**config.mk**
```make
export PLATFORM = sky130hd
export DESIGN_NAME = neighbor_table_with_aging_core
export DESIGN_NICKNAME = d
export VERILOG_FILES = /design/src/hw/rtl/ntwa_pkg.sv /design/src/hw/rtl/ntwa_counts.sv /design/src/hw/rtl/neighbor_table_with_aging_core.sv
export SDC_FILE = /design/constraint.sdc
export NUM_CORES = 2
export LEC_CHECK = 0
export BUFFER_PORTS_ARGS = -buffer_cell sky130_fd_sc_hd__buf_2
export CORE_MARGIN = 2
export CORE_UTILIZATION = 35
export DETAILED_ROUTE_END_ITERATION = 6
export SKIP_LAST_GASP = 1
export SLEW_MARGIN = 40
export SYNTH_ARGS = -nofsm -noshare
export SYNTH_HDL_FRONTEND = slang
export SYNTH_SLANG_ARGS = --single-unit
```
**constraint.sdc**
```tcl
create_clock -name clk -period 6 [get_ports clk]
set_clock_uncertainty 0.1 [all_clocks]
set_input_delay 0.3 -clock clk [delete_from_list [all_inputs] [get_ports clk]]
set_output_delay 0.3 -clock clk [all_outputs]
set_load 0.05 [all_outputs]
```
**src/hw/rtl/ntwa_pkg.sv**
```systemverilog
// Package with types, sizes and codes of the neighbor table core.
package ntwa_pkg;

  localparam int MAX_NEIGHBORS = 64;
  localparam int IDX_W = $clog2(MAX_NEIGHBORS);
  localparam int CNT_W = 7;
  localparam int CFG_IDX_W = 2;
  localparam int CFG_DATA_W = 32;

  localparam logic OP_BEACON  = 1'b0;
  localparam logic OP_TIMEOUT = 1'b1;

  localparam logic [1:0] CLS_MOTO  = 2'd0;
  localparam logic [1:0] CLS_LIGHT = 2'd1;
  localparam logic [1:0] CLS_HEAVY = 2'd2;
  localparam logic [1:0] CLS_OTHER = 2'd3;

  localparam logic [CFG_IDX_W-1:0] CFG_OWN_ID    = 2'd0;
  localparam logic [CFG_IDX_W-1:0] CFG_OWN_CLASS = 2'd1;
  localparam logic [CFG_IDX_W-1:0] CFG_TIMEOUT   = 2'd2;

  typedef struct packed {
    logic        op;
    logic [15:0] sender_id;
    logic [1:0]  sender_class;
    logic [31:0] now_ticks;
  } in_t;

  typedef struct packed {
    logic             already_known;
    logic             table_full;
    logic             evicted;
    logic [15:0]      evicted_id;
    logic [CNT_W-1:0] light_count;
    logic [CNT_W-1:0] heavy_count;
    logic [CNT_W-1:0] moto_count;
    logic [CNT_W-1:0] total_count;
  } out_t;

  typedef struct packed {
    logic [15:0] id;
    logic [1:0]  cls;
    logic [31:0] last_seen;
  } entry_t;

  // Counter update request from the sequencer.
  typedef struct packed {
    logic       inc;
    logic       dec;
    logic [1:0] cls;
  } cnt_cmd_t;

  // Reported counts, self included.
  typedef struct packed {
    logic [CNT_W-1:0] light;
    logic [CNT_W-1:0] heavy;
    logic [CNT_W-1:0] moto;
    logic [CNT_W-1:0] total;
  } cnt_rpt_t;

endpackage

```
**src/hw/rtl/ntwa_counts.sv**
```systemverilog
// Entry count and per-class counters of the neighbor table.
module ntwa_counts (
  input  logic                    clk,
  input  logic                    rst,
  input  ntwa_pkg::cnt_cmd_t      cmd,
  input  logic [1:0]              own_class,
  output logic [ntwa_pkg::CNT_W-1:0] neighbor_count,
  output ntwa_pkg::cnt_rpt_t      rpt
);

  logic [ntwa_pkg::CNT_W-1:0] light_neighbors;
  logic [ntwa_pkg::CNT_W-1:0] heavy_neighbors;
  logic [ntwa_pkg::CNT_W-1:0] moto_neighbors;

  function automatic logic [ntwa_pkg::CNT_W-1:0] adj(
    input logic [ntwa_pkg::CNT_W-1:0] v, input logic up, input logic dn);
    logic [ntwa_pkg::CNT_W-1:0] r;
    r = v;
    if (up) r = v + ntwa_pkg::CNT_W'(1);
    else if (dn && v != '0) r = v - ntwa_pkg::CNT_W'(1);
    return r;
  endfunction

  always_ff @(posedge clk) begin
    if (rst) begin
      neighbor_count  <= '0;
      light_neighbors <= '0;
      heavy_neighbors <= '0;
      moto_neighbors  <= '0;
    end else begin
      neighbor_count  <= adj(neighbor_count, cmd.inc, cmd.dec);
      light_neighbors <= adj(light_neighbors, cmd.inc && cmd.cls == ntwa_pkg::CLS_LIGHT,
                             cmd.dec && cmd.cls == ntwa_pkg::CLS_LIGHT);
      heavy_neighbors <= adj(heavy_neighbors, cmd.inc && cmd.cls == ntwa_pkg::CLS_HEAVY,
                             cmd.dec && cmd.cls == ntwa_pkg::CLS_HEAVY);
      moto_neighbors  <= adj(moto_neighbors, cmd.inc && cmd.cls == ntwa_pkg::CLS_MOTO,
                             cmd.dec && cmd.cls == ntwa_pkg::CLS_MOTO);
    end
  end

  // Add self to the class of own_class and to the total.
  assign rpt.light = light_neighbors + ntwa_pkg::CNT_W'(own_class == ntwa_pkg::CLS_LIGHT);
  assign rpt.heavy = heavy_neighbors + ntwa_pkg::CNT_W'(own_class == ntwa_pkg::CLS_HEAVY);
  assign rpt.moto  = moto_neighbors + ntwa_pkg::CNT_W'(own_class == ntwa_pkg::CLS_MOTO);
  assign rpt.total = neighbor_count + ntwa_pkg::CNT_W'(1);

endmodule

```
**src/hw/rtl/neighbor_table_with_aging_core.sv**
```systemverilog
// Flow: a self beacon goes straight to the result; other items scan the listed entries in
// order until a known sender or an aged entry is found, else to the end of the list; an
// eviction then moves every later entry down one slot to close the gap.
// Throughput: one item at a time; the scan reads one entry a cycle from the two-port
// memory. A new item is taken while a result waits; its own one holds.
// Reset: rst (sync, high) empties the table and clears all counts; no clearing pass.
module neighbor_table_with_aging_core (
  input  logic                           clk,
  input  logic                           rst,
  input  logic                           cfg_we,
  input  logic [ntwa_pkg::CFG_IDX_W-1:0] cfg_index,
  input  logic [ntwa_pkg::CFG_DATA_W-1:0] cfg_data,
  input  logic                           in_valid,
  output logic                           in_ready,
  input  ntwa_pkg::in_t                  in_data,
  output logic                           out_valid,
  input  logic                           out_ready,
  output ntwa_pkg::out_t                 out_data
);

  // One-hot sequencer states.
  typedef enum logic [3:0] {
    ST_IDLE  = 4'b0001,
    ST_SCAN  = 4'b0010,
    ST_SHIFT = 4'b0100,
    ST_DONE  = 4'b1000
  } state_t;

  // Configuration registers.
  logic [15:0] own_id;
  logic [1:0]  own_class;
  logic [31:0] timeout_ticks;

  always_ff @(posedge clk) begin
    if (rst) begin
      own_id        <= '0;
      own_class     <= ntwa_pkg::CLS_LIGHT;
      timeout_ticks <= 32'd1000;
    end else if (cfg_we) begin
      unique case (cfg_index)
        ntwa_pkg::CFG_OWN_ID:    own_id <= cfg_data[15:0];
        ntwa_pkg::CFG_OWN_CLASS: own_class <= cfg_data[1:0];
        ntwa_pkg::CFG_TIMEOUT:   timeout_ticks <= cfg_data[31:0];
        default: ;
      endcase
    end
  end

  // Entry memory: one write port, one read port with registered data.
  ntwa_pkg::entry_t entry_mem [ntwa_pkg::MAX_NEIGHBORS];
  ntwa_pkg::entry_t rdata;
  logic                          mem_we;
  logic [ntwa_pkg::IDX_W-1:0]    mem_waddr;
  ntwa_pkg::entry_t              mem_wdata;
  logic [ntwa_pkg::IDX_W-1:0]    mem_raddr;

  always_ff @(posedge clk) begin
    if (mem_we) entry_mem[mem_waddr] <= mem_wdata;
    rdata <= entry_mem[mem_raddr];
  end

  // Counters.
  ntwa_pkg::cnt_cmd_t           cmd;
  ntwa_pkg::cnt_rpt_t           rpt;
  logic [ntwa_pkg::CNT_W-1:0]   neighbor_count;

  ntwa_counts u_counts (
    .clk            (clk),
    .rst            (rst),
    .cmd            (cmd),
    .own_class      (own_class),
    .neighbor_count (neighbor_count),
    .rpt            (rpt)
  );

  // Sequencer registers.
  state_t                      state, state_next;
  ntwa_pkg::in_t               item, item_next;
  logic [ntwa_pkg::CNT_W-1:0]  rd_idx, rd_idx_next;   // next entry to read
  logic                        dv, dv_next;           // rdata holds entry chk_idx
  logic [ntwa_pkg::IDX_W-1:0]  chk_idx, chk_idx_next;
  logic                        known, known_next;
  logic                        full, full_next;
  logic                        evict, evict_next;
  logic [15:0]                 eid, eid_next;
  logic                        out_valid_next;
  ntwa_pkg::out_t              out_data_next;

  logic [31:0] age;
  logic        id_hit;
  logic        aged;

  assign mem_raddr = rd_idx[ntwa_pkg::IDX_W-1:0];
  assign age       = item.now_ticks - rdata.last_seen;
  assign id_hit    = rdata.id == item.sender_id;
  assign aged      = age > timeout_ticks;
  assign in_ready  = state == ST_IDLE;

  always_comb begin
    state_next     = state;
    item_next      = item;
    rd_idx_next    = rd_idx;
    dv_next        = dv;
    chk_idx_next   = chk_idx;
    known_next     = known;
    full_next      = full;
    evict_next     = evict;
    eid_next       = eid;
    out_valid_next = out_valid & ~out_ready;
    out_data_next  = out_data;
    mem_we         = 1'b0;
    mem_waddr      = chk_idx;
    mem_wdata      = rdata;
    cmd            = '0;

    unique case (state)
      ST_IDLE: begin
        if (in_valid) begin
          item_next   = in_data;
          rd_idx_next = '0;
          dv_next     = 1'b0;
          known_next  = 1'b0;
          full_next   = 1'b0;
          evict_next  = 1'b0;
          eid_next    = '0;
          // A beacon from self touches nothing.
          if (in_data.op == ntwa_pkg::OP_BEACON && in_data.sender_id == own_id) begin
            known_next = 1'b1;
            state_next = ST_DONE;
          end else begin
            state_next = ST_SCAN;
          end
        end
      end

      ST_SCAN: begin
        priority if (dv && item.op == ntwa_pkg::OP_BEACON && id_hit) begin
          // Known sender: refresh last-seen, keep id and class.
          mem_we              = 1'b1;
          mem_waddr           = chk_idx;
          mem_wdata.last_seen = item.now_ticks;
          known_next          = 1'b1;
          state_next          = ST_DONE;
        end else if (dv && item.op == ntwa_pkg::OP_TIMEOUT && aged) begin
          // Evict: drop the counts now, then move the later entries down.
          evict_next   = 1'b1;
          eid_next     = rdata.id;
          cmd.dec      = 1'b1;
          cmd.cls      = rdata.cls;
          rd_idx_next  = {1'b0, chk_idx} + ntwa_pkg::CNT_W'(1);
          dv_next      = 1'b0;
          state_next   = ST_SHIFT;
        end else if (rd_idx < neighbor_count) begin
          rd_idx_next  = rd_idx + ntwa_pkg::CNT_W'(1);
          dv_next      = 1'b1;
          chk_idx_next = rd_idx[ntwa_pkg::IDX_W-1:0];
        end else if (dv) begin
          dv_next = 1'b0;
        end else begin
          // Scan ran out without a hit.
          if (item.op == ntwa_pkg::OP_BEACON) begin
            if (neighbor_count >= ntwa_pkg::CNT_W'(ntwa_pkg::MAX_NEIGHBORS)) begin
              full_next = 1'b1;
            end else begin
              mem_we    = 1'b1;
              mem_waddr = neighbor_count[ntwa_pkg::IDX_W-1:0];
              mem_wdata = '{id: item.sender_id, cls: item.sender_class,
                            last_seen: item.now_ticks};
              cmd.inc   = 1'b1;
              cmd.cls   = item.sender_class;
            end
          end
          state_next = ST_DONE;
        end
      end

      ST_SHIFT: begin
        // Count already dropped by one, so the last source index equals it.
        if (dv) begin
          mem_we    = 1'b1;
          mem_waddr = chk_idx - ntwa_pkg::IDX_W'(1);
          mem_wdata = rdata;
        end
        priority if (rd_idx <= neighbor_count) begin
          rd_idx_next  = rd_idx + ntwa_pkg::CNT_W'(1);
          dv_next      = 1'b1;
          chk_idx_next = rd_idx[ntwa_pkg::IDX_W-1:0];
        end else if (dv) begin
          dv_next = 1'b0;
        end else begin
          state_next = ST_DONE;
        end
      end

      ST_DONE: begin
        // Hold until the output register is free.
        if (!out_valid || out_ready) begin
          out_valid_next              = 1'b1;
          out_data_next.already_known = known;
          out_data_next.table_full    = full;
          out_data_next.evicted       = evict;
          out_data_next.evicted_id    = eid;
          out_data_next.light_count   = rpt.light;
          out_data_next.heavy_count   = rpt.heavy;
          out_data_next.moto_count    = rpt.moto;
          out_data_next.total_count   = rpt.total;
          state_next                  = ST_IDLE;
        end
      end

      default: state_next = ST_IDLE;
    endcase
  end

  always_ff @(posedge clk) begin
    if (rst) begin
      state     <= ST_IDLE;
      dv        <= 1'b0;
      out_valid <= 1'b0;
    end else begin
      state     <= state_next;
      dv        <= dv_next;
      out_valid <= out_valid_next;
    end
  end

  always_ff @(posedge clk) begin
    item     <= item_next;
    rd_idx   <= rd_idx_next;
    chk_idx  <= chk_idx_next;
    known    <= known_next;
    full     <= full_next;
    evict    <= evict_next;
    eid      <= eid_next;
    out_data <= out_data_next;
  end

endmodule

```
Yosys cells after proc, flatten, opt, wreduce, memory -nomap -nowiden

Memories as Yosys holds them, arrays and structs flattened. A register that Yosys moved wholly into a read port is not among the register bits.
Index checks and enable logic that the tools add are counted.

Add/sub/neg operators: 15
Order comparisons: 4
Equal/unequal tests: 27
Muxes and demuxes: 88
Bitwise operators: 4
Reductions and logical operators: 43

Operators with widths:

| operator                                                           | number |
|---|---|
| 50-bit 2-to-1 mux                                                  | 6 |
| 7-bit 2-to-1 mux                                                   | 13 |
| 6-bit 2-to-1 mux                                                   | 11 |
| 16-bit 2-to-1 mux                                                  | 3 |
| 4-bit 2-to-1 mux                                                   | 10 |
| 7-bit by 1-bit adder with 7-bit output, second input constant      | 5 |
| 16-bit equality test                                               | 2 |
| 32-bit greater-than comparator                                     | 1 |
| 32-bit 2-to-1 mux                                                  | 1 |
| 16-bit case mux with 2 select lines                                | 1 |
| 32-bit subtractor                                                  | 1 |
| 1-bit 2-to-1 mux                                                   | 28 |
| 7-bit nonzero test                                                 | 4 |
| 7-bit by 1-bit subtractor with 7-bit output, second input constant | 4 |
| 2-bit != test, second input constant                               | 13 |
| 6-bit case mux with 2 select lines                                 | 2 |
| 7-bit by 1-bit adder with 7-bit output                             | 3 |
| 7-bit case mux with 3 select lines                                 | 1 |
| 18-bit 2-to-1 mux                                                  | 1 |
| 4-bit case mux with 4 select lines                                 | 1 |
| 1-bit logical AND                                                  | 15 |
| 2-bit nonzero test                                                 | 6 |
| 2-bit 2-to-1 mux                                                   | 5 |
| 2-bit AND reduction                                                | 5 |
| 25 further kinds                                                   | 39 |

Bits in registers: 214
RAM bits: 3200
Input bits: 90
Output and inout port bits: 49
Logic and storage cells: 210
Memories kept: 1

Memory list:

| memory    | depth | bits a word | rd ports | clocked after Yosys merged registers in | write ports | RTL line                             | RTL |
|---|---|---|---|---|---|---|---|
| entry_mem | 64    | 50          | 1        | 1                                       | 1           | neighbor_table_with_aging_core.sv:50 | `ntwa_pkg::entry_t entry_mem [ntwa_pkg::MAX_NEIGHBORS];` |

Depth between registers and ports, before layout

Depth after elaboration: 13
Gate-level depth with buffers: 33

Hierarchy

A second synthesis with hierarchy kept.

Cell total of the unflattened synthesis: 5948
Area total of the unflattened synthesis: 134906.9 um^2

By module, submodules not included:

| module                         | times used | cells each | area an instance (um^2) |
|---|---|---|---|
| neighbor_table_with_aging_core | 1          | 5664       | 132464.5 |
| ntwa_counts                    | 1          | 284        | 2442.3 |

Worst setup path after synthesis

OpenSTA, ideal clock, no wires.

Kind: register to register
Start point: reg item[0] (netlist name)
End point: reg u_counts.light_neighbors[6] (netlist name)
Data arrival time: 5.921 ns
Required time: 5.830 ns
Path slack: -0.092 ns
Cell stages (with the launch flop): 31
Buffers on the path: 1
Clock period less this slack: 6.092 ns
Cells stage by stage: edfxtp_1 inv_1 ha_1 inv_1 fa_1 a21oi_1 nor2_1 o211ai_1 a21o_1 a22o_1 a21oi_1 a41oi_1 nor3b_1 a311o_1 ha_1 nand4_1 nor3_2 nand3_1 and3_1 nand2_2 o31ai_2 buf_2 or3_1 fa_1 a21o_1 a21oi_1 o21bai_1 a21oi_1 xnor2_1 or4_1 a21oi_1

Longest elaborated chain between the ends: 10
Elaborated cells between the ends (all ways): 14

Ends and longest elaborated chain:

| element                                        | RTL line                              | RTL |
|---|---|---|
| start: declaration                             | neighbor_table_with_aging_core.sv:78  | `ntwa_pkg::in_t item, item_next;` |
| start signal: assignment                       | neighbor_table_with_aging_core.sv:228 | `item <= item_next;` |
| 32-bit subtractor *                            | neighbor_table_with_aging_core.sv:94  | `assign age = item.now_ticks - rdata.last_seen;` |
| 32-bit greater-than comparator *               | neighbor_table_with_aging_core.sv:96  | `assign aged = age > timeout_ticks;` |
| 1-bit logical AND *                            | neighbor_table_with_aging_core.sv:144 | `end else if (dv && item.op == ntwa_pkg::OP_TIMEOUT && aged) begin` |
| 2-bit 2-to-1 mux                               | neighbor_table_with_aging_core.sv:144 |  |
| 4-bit 2-to-1 mux *                             | neighbor_table_with_aging_core.sv:137 | `priority if (dv && item.op == ntwa_pkg::OP_BEACON && id_hit) begin` |
| 4-bit 2-to-1 mux *                             | neighbor_table_with_aging_core.sv:116 | `unique case (state)` |
| 2-bit by 1-bit equality test with 1-bit output | ntwa_counts.sv:32, ntwa_counts.sv:33  |  |
| 1-bit logical AND                              | ntwa_counts.sv:33                     | `cmd.dec && cmd.cls == ntwa_pkg::CLS_LIGHT);` |
| 1-bit logical AND                              | ntwa_counts.sv:20                     | `else if (dn && v != '0) r = v - ntwa_pkg::CNT_W'(1);` |
| 2-bit nonzero test (no source line)            | --                                    |  |
| end signal: assignment                         | ntwa_counts.sv:32                     | `light_neighbors <= adj(light_neighbors, cmd.inc && cmd.cls == ntwa_pkg::CLS_LIGHT,` |
| end: declaration                               | ntwa_counts.sv:11                     | `logic [ntwa_pkg::CNT_W-1:0] light_neighbors;` |

Every way passes the cells marked *; elsewhere a longest branch is shown, timed or not.
A chain may end at the register's enable or synchronous reset.

Worst setup path after layout

Ends and elaborated chain as after synthesis.

==> impl_metrics.ini <==
[status]
status = complete, but fails checks
failed_checks = setup timing

[sta]
drv_slew = 0
finalCriticalPeriod_ps = 6206
setup_ws_ps = -206.0
setup_violations = 6
slew-limit-headroom_pct = 37.91
fin_crit_sh_pct = 103.4
max_freq_mhz = 161.1
rsz0062_at_grt = yes
worstMarginPinSlew_ps = 931.3
hold_viol = 0

[setup_path]
slowest_stage = or4_1
cp.arrival_ps = 6950
cp.required_ps = 6750
worst_setup_path_end_kind = register
path_common_cell = a21oi_2
critPathMaxFanout = 4
startpoint_type = register
path_class = reg -> reg
max_stage_delay_ps = 440

[die]
ioPinCount = 139
die-area_sq_um = 391800
die_h_microns = 625.9
core_area_sq_um = 385400
rows = 228
die_w_microns = 625.9
initial_utilization_pct = 35.13

[yosys]
synth_xor_area_share_pct = 0.6728
synth_top_family_by_area = multiplexers
synthDistinctLibCells = 84
syn_area_per_cell_sq_um = 20.50
synth_edf_count = 3330
synth_area_sq_um = 135400
ys_seq_area_share_pct = 75.84
synth-simple-area-share_pct = 1.900
synth_compound_area_share_pct = 3.841
synth_fa_ha_area_share_pct = 0.9741
async_flop_share_pct = 0
synth_warnings = 0
syn_nets = 6798
synth-main-ff-cell = edfxtp_1
yosys_register_bits = 3464
synthCells = 6605
synthMuxAreaShare_pct = 15.35

[clock_tree]
cts.sinks = 3464
cts_tree = built
h-tree-depth = 5
root_buffer = clkbuf_16
clock_path_buffers = 4
insertion_delay_ps = 960
cts.reportedPaths.clkPinSlew_ps = 60
numCtsBuffers = 356

[global_route]
grtUsageTotal_pct = 20.08
grt_pass1_vias = 70580
grt_pass1_wl_mm = 555.8
grt_max_degree = 125
overflow = 0
antenna_found_initial = 22

[detailed_routing]
ant_nets = 0
drcViolationCount = 0
num_vias = 72440
drt_iter0_markers = 10130
viasPerCell = 5.669
drt_wl_total_mm = 401.6
first_pass_iters = 6
avgRoutedWirePerCell_microns = 31.43

[run]
drv_cap = 0

[placed_design]
dpl_cell_area_sq_um = 146400
dp_hpwl_mm = 221.9
port_buffers = 138
place_congestion = 0.8576
pre_cts_ws_ps = -572.6

[finish]
final_cell_mix = 3330 x edfxtp_1, 749 x mux4_2, 363 x mux2i_1
n_fill_cell = 33280
multiInputGateArea_sq_um = 31930
area_delta_synth_final_pct = 17.89
final-seq-area_sq_um = 102700
fin_nets = 7494
final_cell_area_sq_um = 159600
drive_gt1_share_pct = 26.33
final_common_cell = edfxtp_1

[min_path]
min_path_type = in -> reg

[power]
power.density_nw_per_um2 = 448.7
cellLeakagePower_nw = 50.63
vdd.ir_drop.worst_uv = 342.2
## power by group
group          internal [mW]  switching, mW  total, mW
clock                   12.5           9.35       21.9
combinational           7.07           12.0       19.0
sequential              30.4          0.301       30.7
total                   50.0           21.6       71.6
## Yosys cell counts (8+ instances only)
cell type	count	area [sq um]
dfxtp_1	134	2683
buf_4	45	337.8
xnor2_1	66	578.1
nand4_1	13	81.33
a21oi_1	243	1216
and2_1	23	143.9
nand3_1	53	265.3
nor2_2	8	50.05
buf_2	74	370.4
o21ai_0	143	715.7
nor2b_1	14	87.58
nand2b_1	9	56.30
buf_1	43	161.4
mux2_2	19	214.0
mux4_2	749	16870
o22ai_1	130	813.3
o221ai_1	181	1585
edfxtp_1	3330	100000
and3_1	14	87.58
nand2_1	240	900.9
clkbuf_1	178	668.1
xor2_1	38	332.8
nor2_1	127	476.7
mux2i_1	363	3633
ha_1	99	1239
inv_1	93	349.1
nor3_1	17	85.08
a21o_1	25	187.7
o211ai_1	8	60.06
## worst paths after layout
kind	to	depth (start not counted)	slack [ps]	startpoint
worst min-delay path	item[45]$_DFFE_PP_	2	30	in_data[45]
worst max-delay path	u_counts.light_neighbors[6]$_SDFFE_PP0P_	30	-210	item[0]$_DFFE_PP_
worst max register to register	u_counts.light_neighbors[6]$_SDFFE_PP0P_	30	-210	item[0]$_DFFE_PP_
worst min register to register	out_data[44]$_DFFE_PP_	0	320	evict$_DFFE_PP_
## registers in the layout, summed over array words and instances (netlist names)
name and count:
known 1, dv 1, full 1, entry_mem 3200, rdata 50, u_counts.moto_neighbors 7, evict 1, out_data 47
u_counts.light_neighbors 7, out_valid 1, u_counts.heavy_neighbors 7, state 4, eid 16, timeout_ticks 32, own_id 16, u_counts.neighbor_count 7
own_class 2, rd_idx 7, chk_idx 6, item 51
## routing by layer
metal	up-vias	wire length, microns	track usage (%)
met5	-	27	0
met4	4	13690	6.230
met3	695	38440	3.411
met2	3920	187000	31.75
met1	38850	162400	28.38
li1	28970	-	-
## cell families after synthesis
group,count (synthesis)
simple gates,562
flops,3464
compound gates,798
buf+inv,438
mux,1136
fa+ha+maj,103
xor+xnor,104
## what timing repair did
item,in CTS,in global routing
cloned,1,0
gates resized for setup,28,26
hold endpoints to repair,149,0
hold buffers,115,0
setup endpoints to repair,12,12
buffers inserted,7,7
pin swaps,24,26
## worst max-delay path: cells and delay by family (launching register included)
kind,cells,cell delay [ps]
buffers and inverters,3,290
adders and majority gates,4,1160
DFF,1,390
and+or+nand+nor,9,1920
AOI/OAI and AO/OA,13,2130
xor gates and xnor gates,1,100
## cell type report
cell class / count / share of cell area [%]
Antenna cell: 15 / 0.02352
Clock buffer: 449 / 5.889
Clock inverter: 197 / 1.298
Inverter: 94 / 0.2258
Multi-Input combinational cell: 2703 / 20.01
Sequential cell: 3464 / 64.33
Tap cell: 5175 / 4.057
Timing Repair Buffer: 682 / 4.164
## through the flow
step	std cells	TNS (ps)	util, %	total power, mW	hold WS (ps)
2_1_floorplan	6605	0	-	43.06	298.9
6_report	12780	-469.7	41.41	71.62	33.33
4_1_cts	12750	-410.8	41.31	71.67	0.9704
3_3_place_gp	11980	-2550	37.94	49.40	303.9
3_5_place_dp	11980	-3059	37.99	49.86	304.5
5_1_grt	12770	-2787	41.40	73.99	19.99
(Power assumes the default switching activity.)
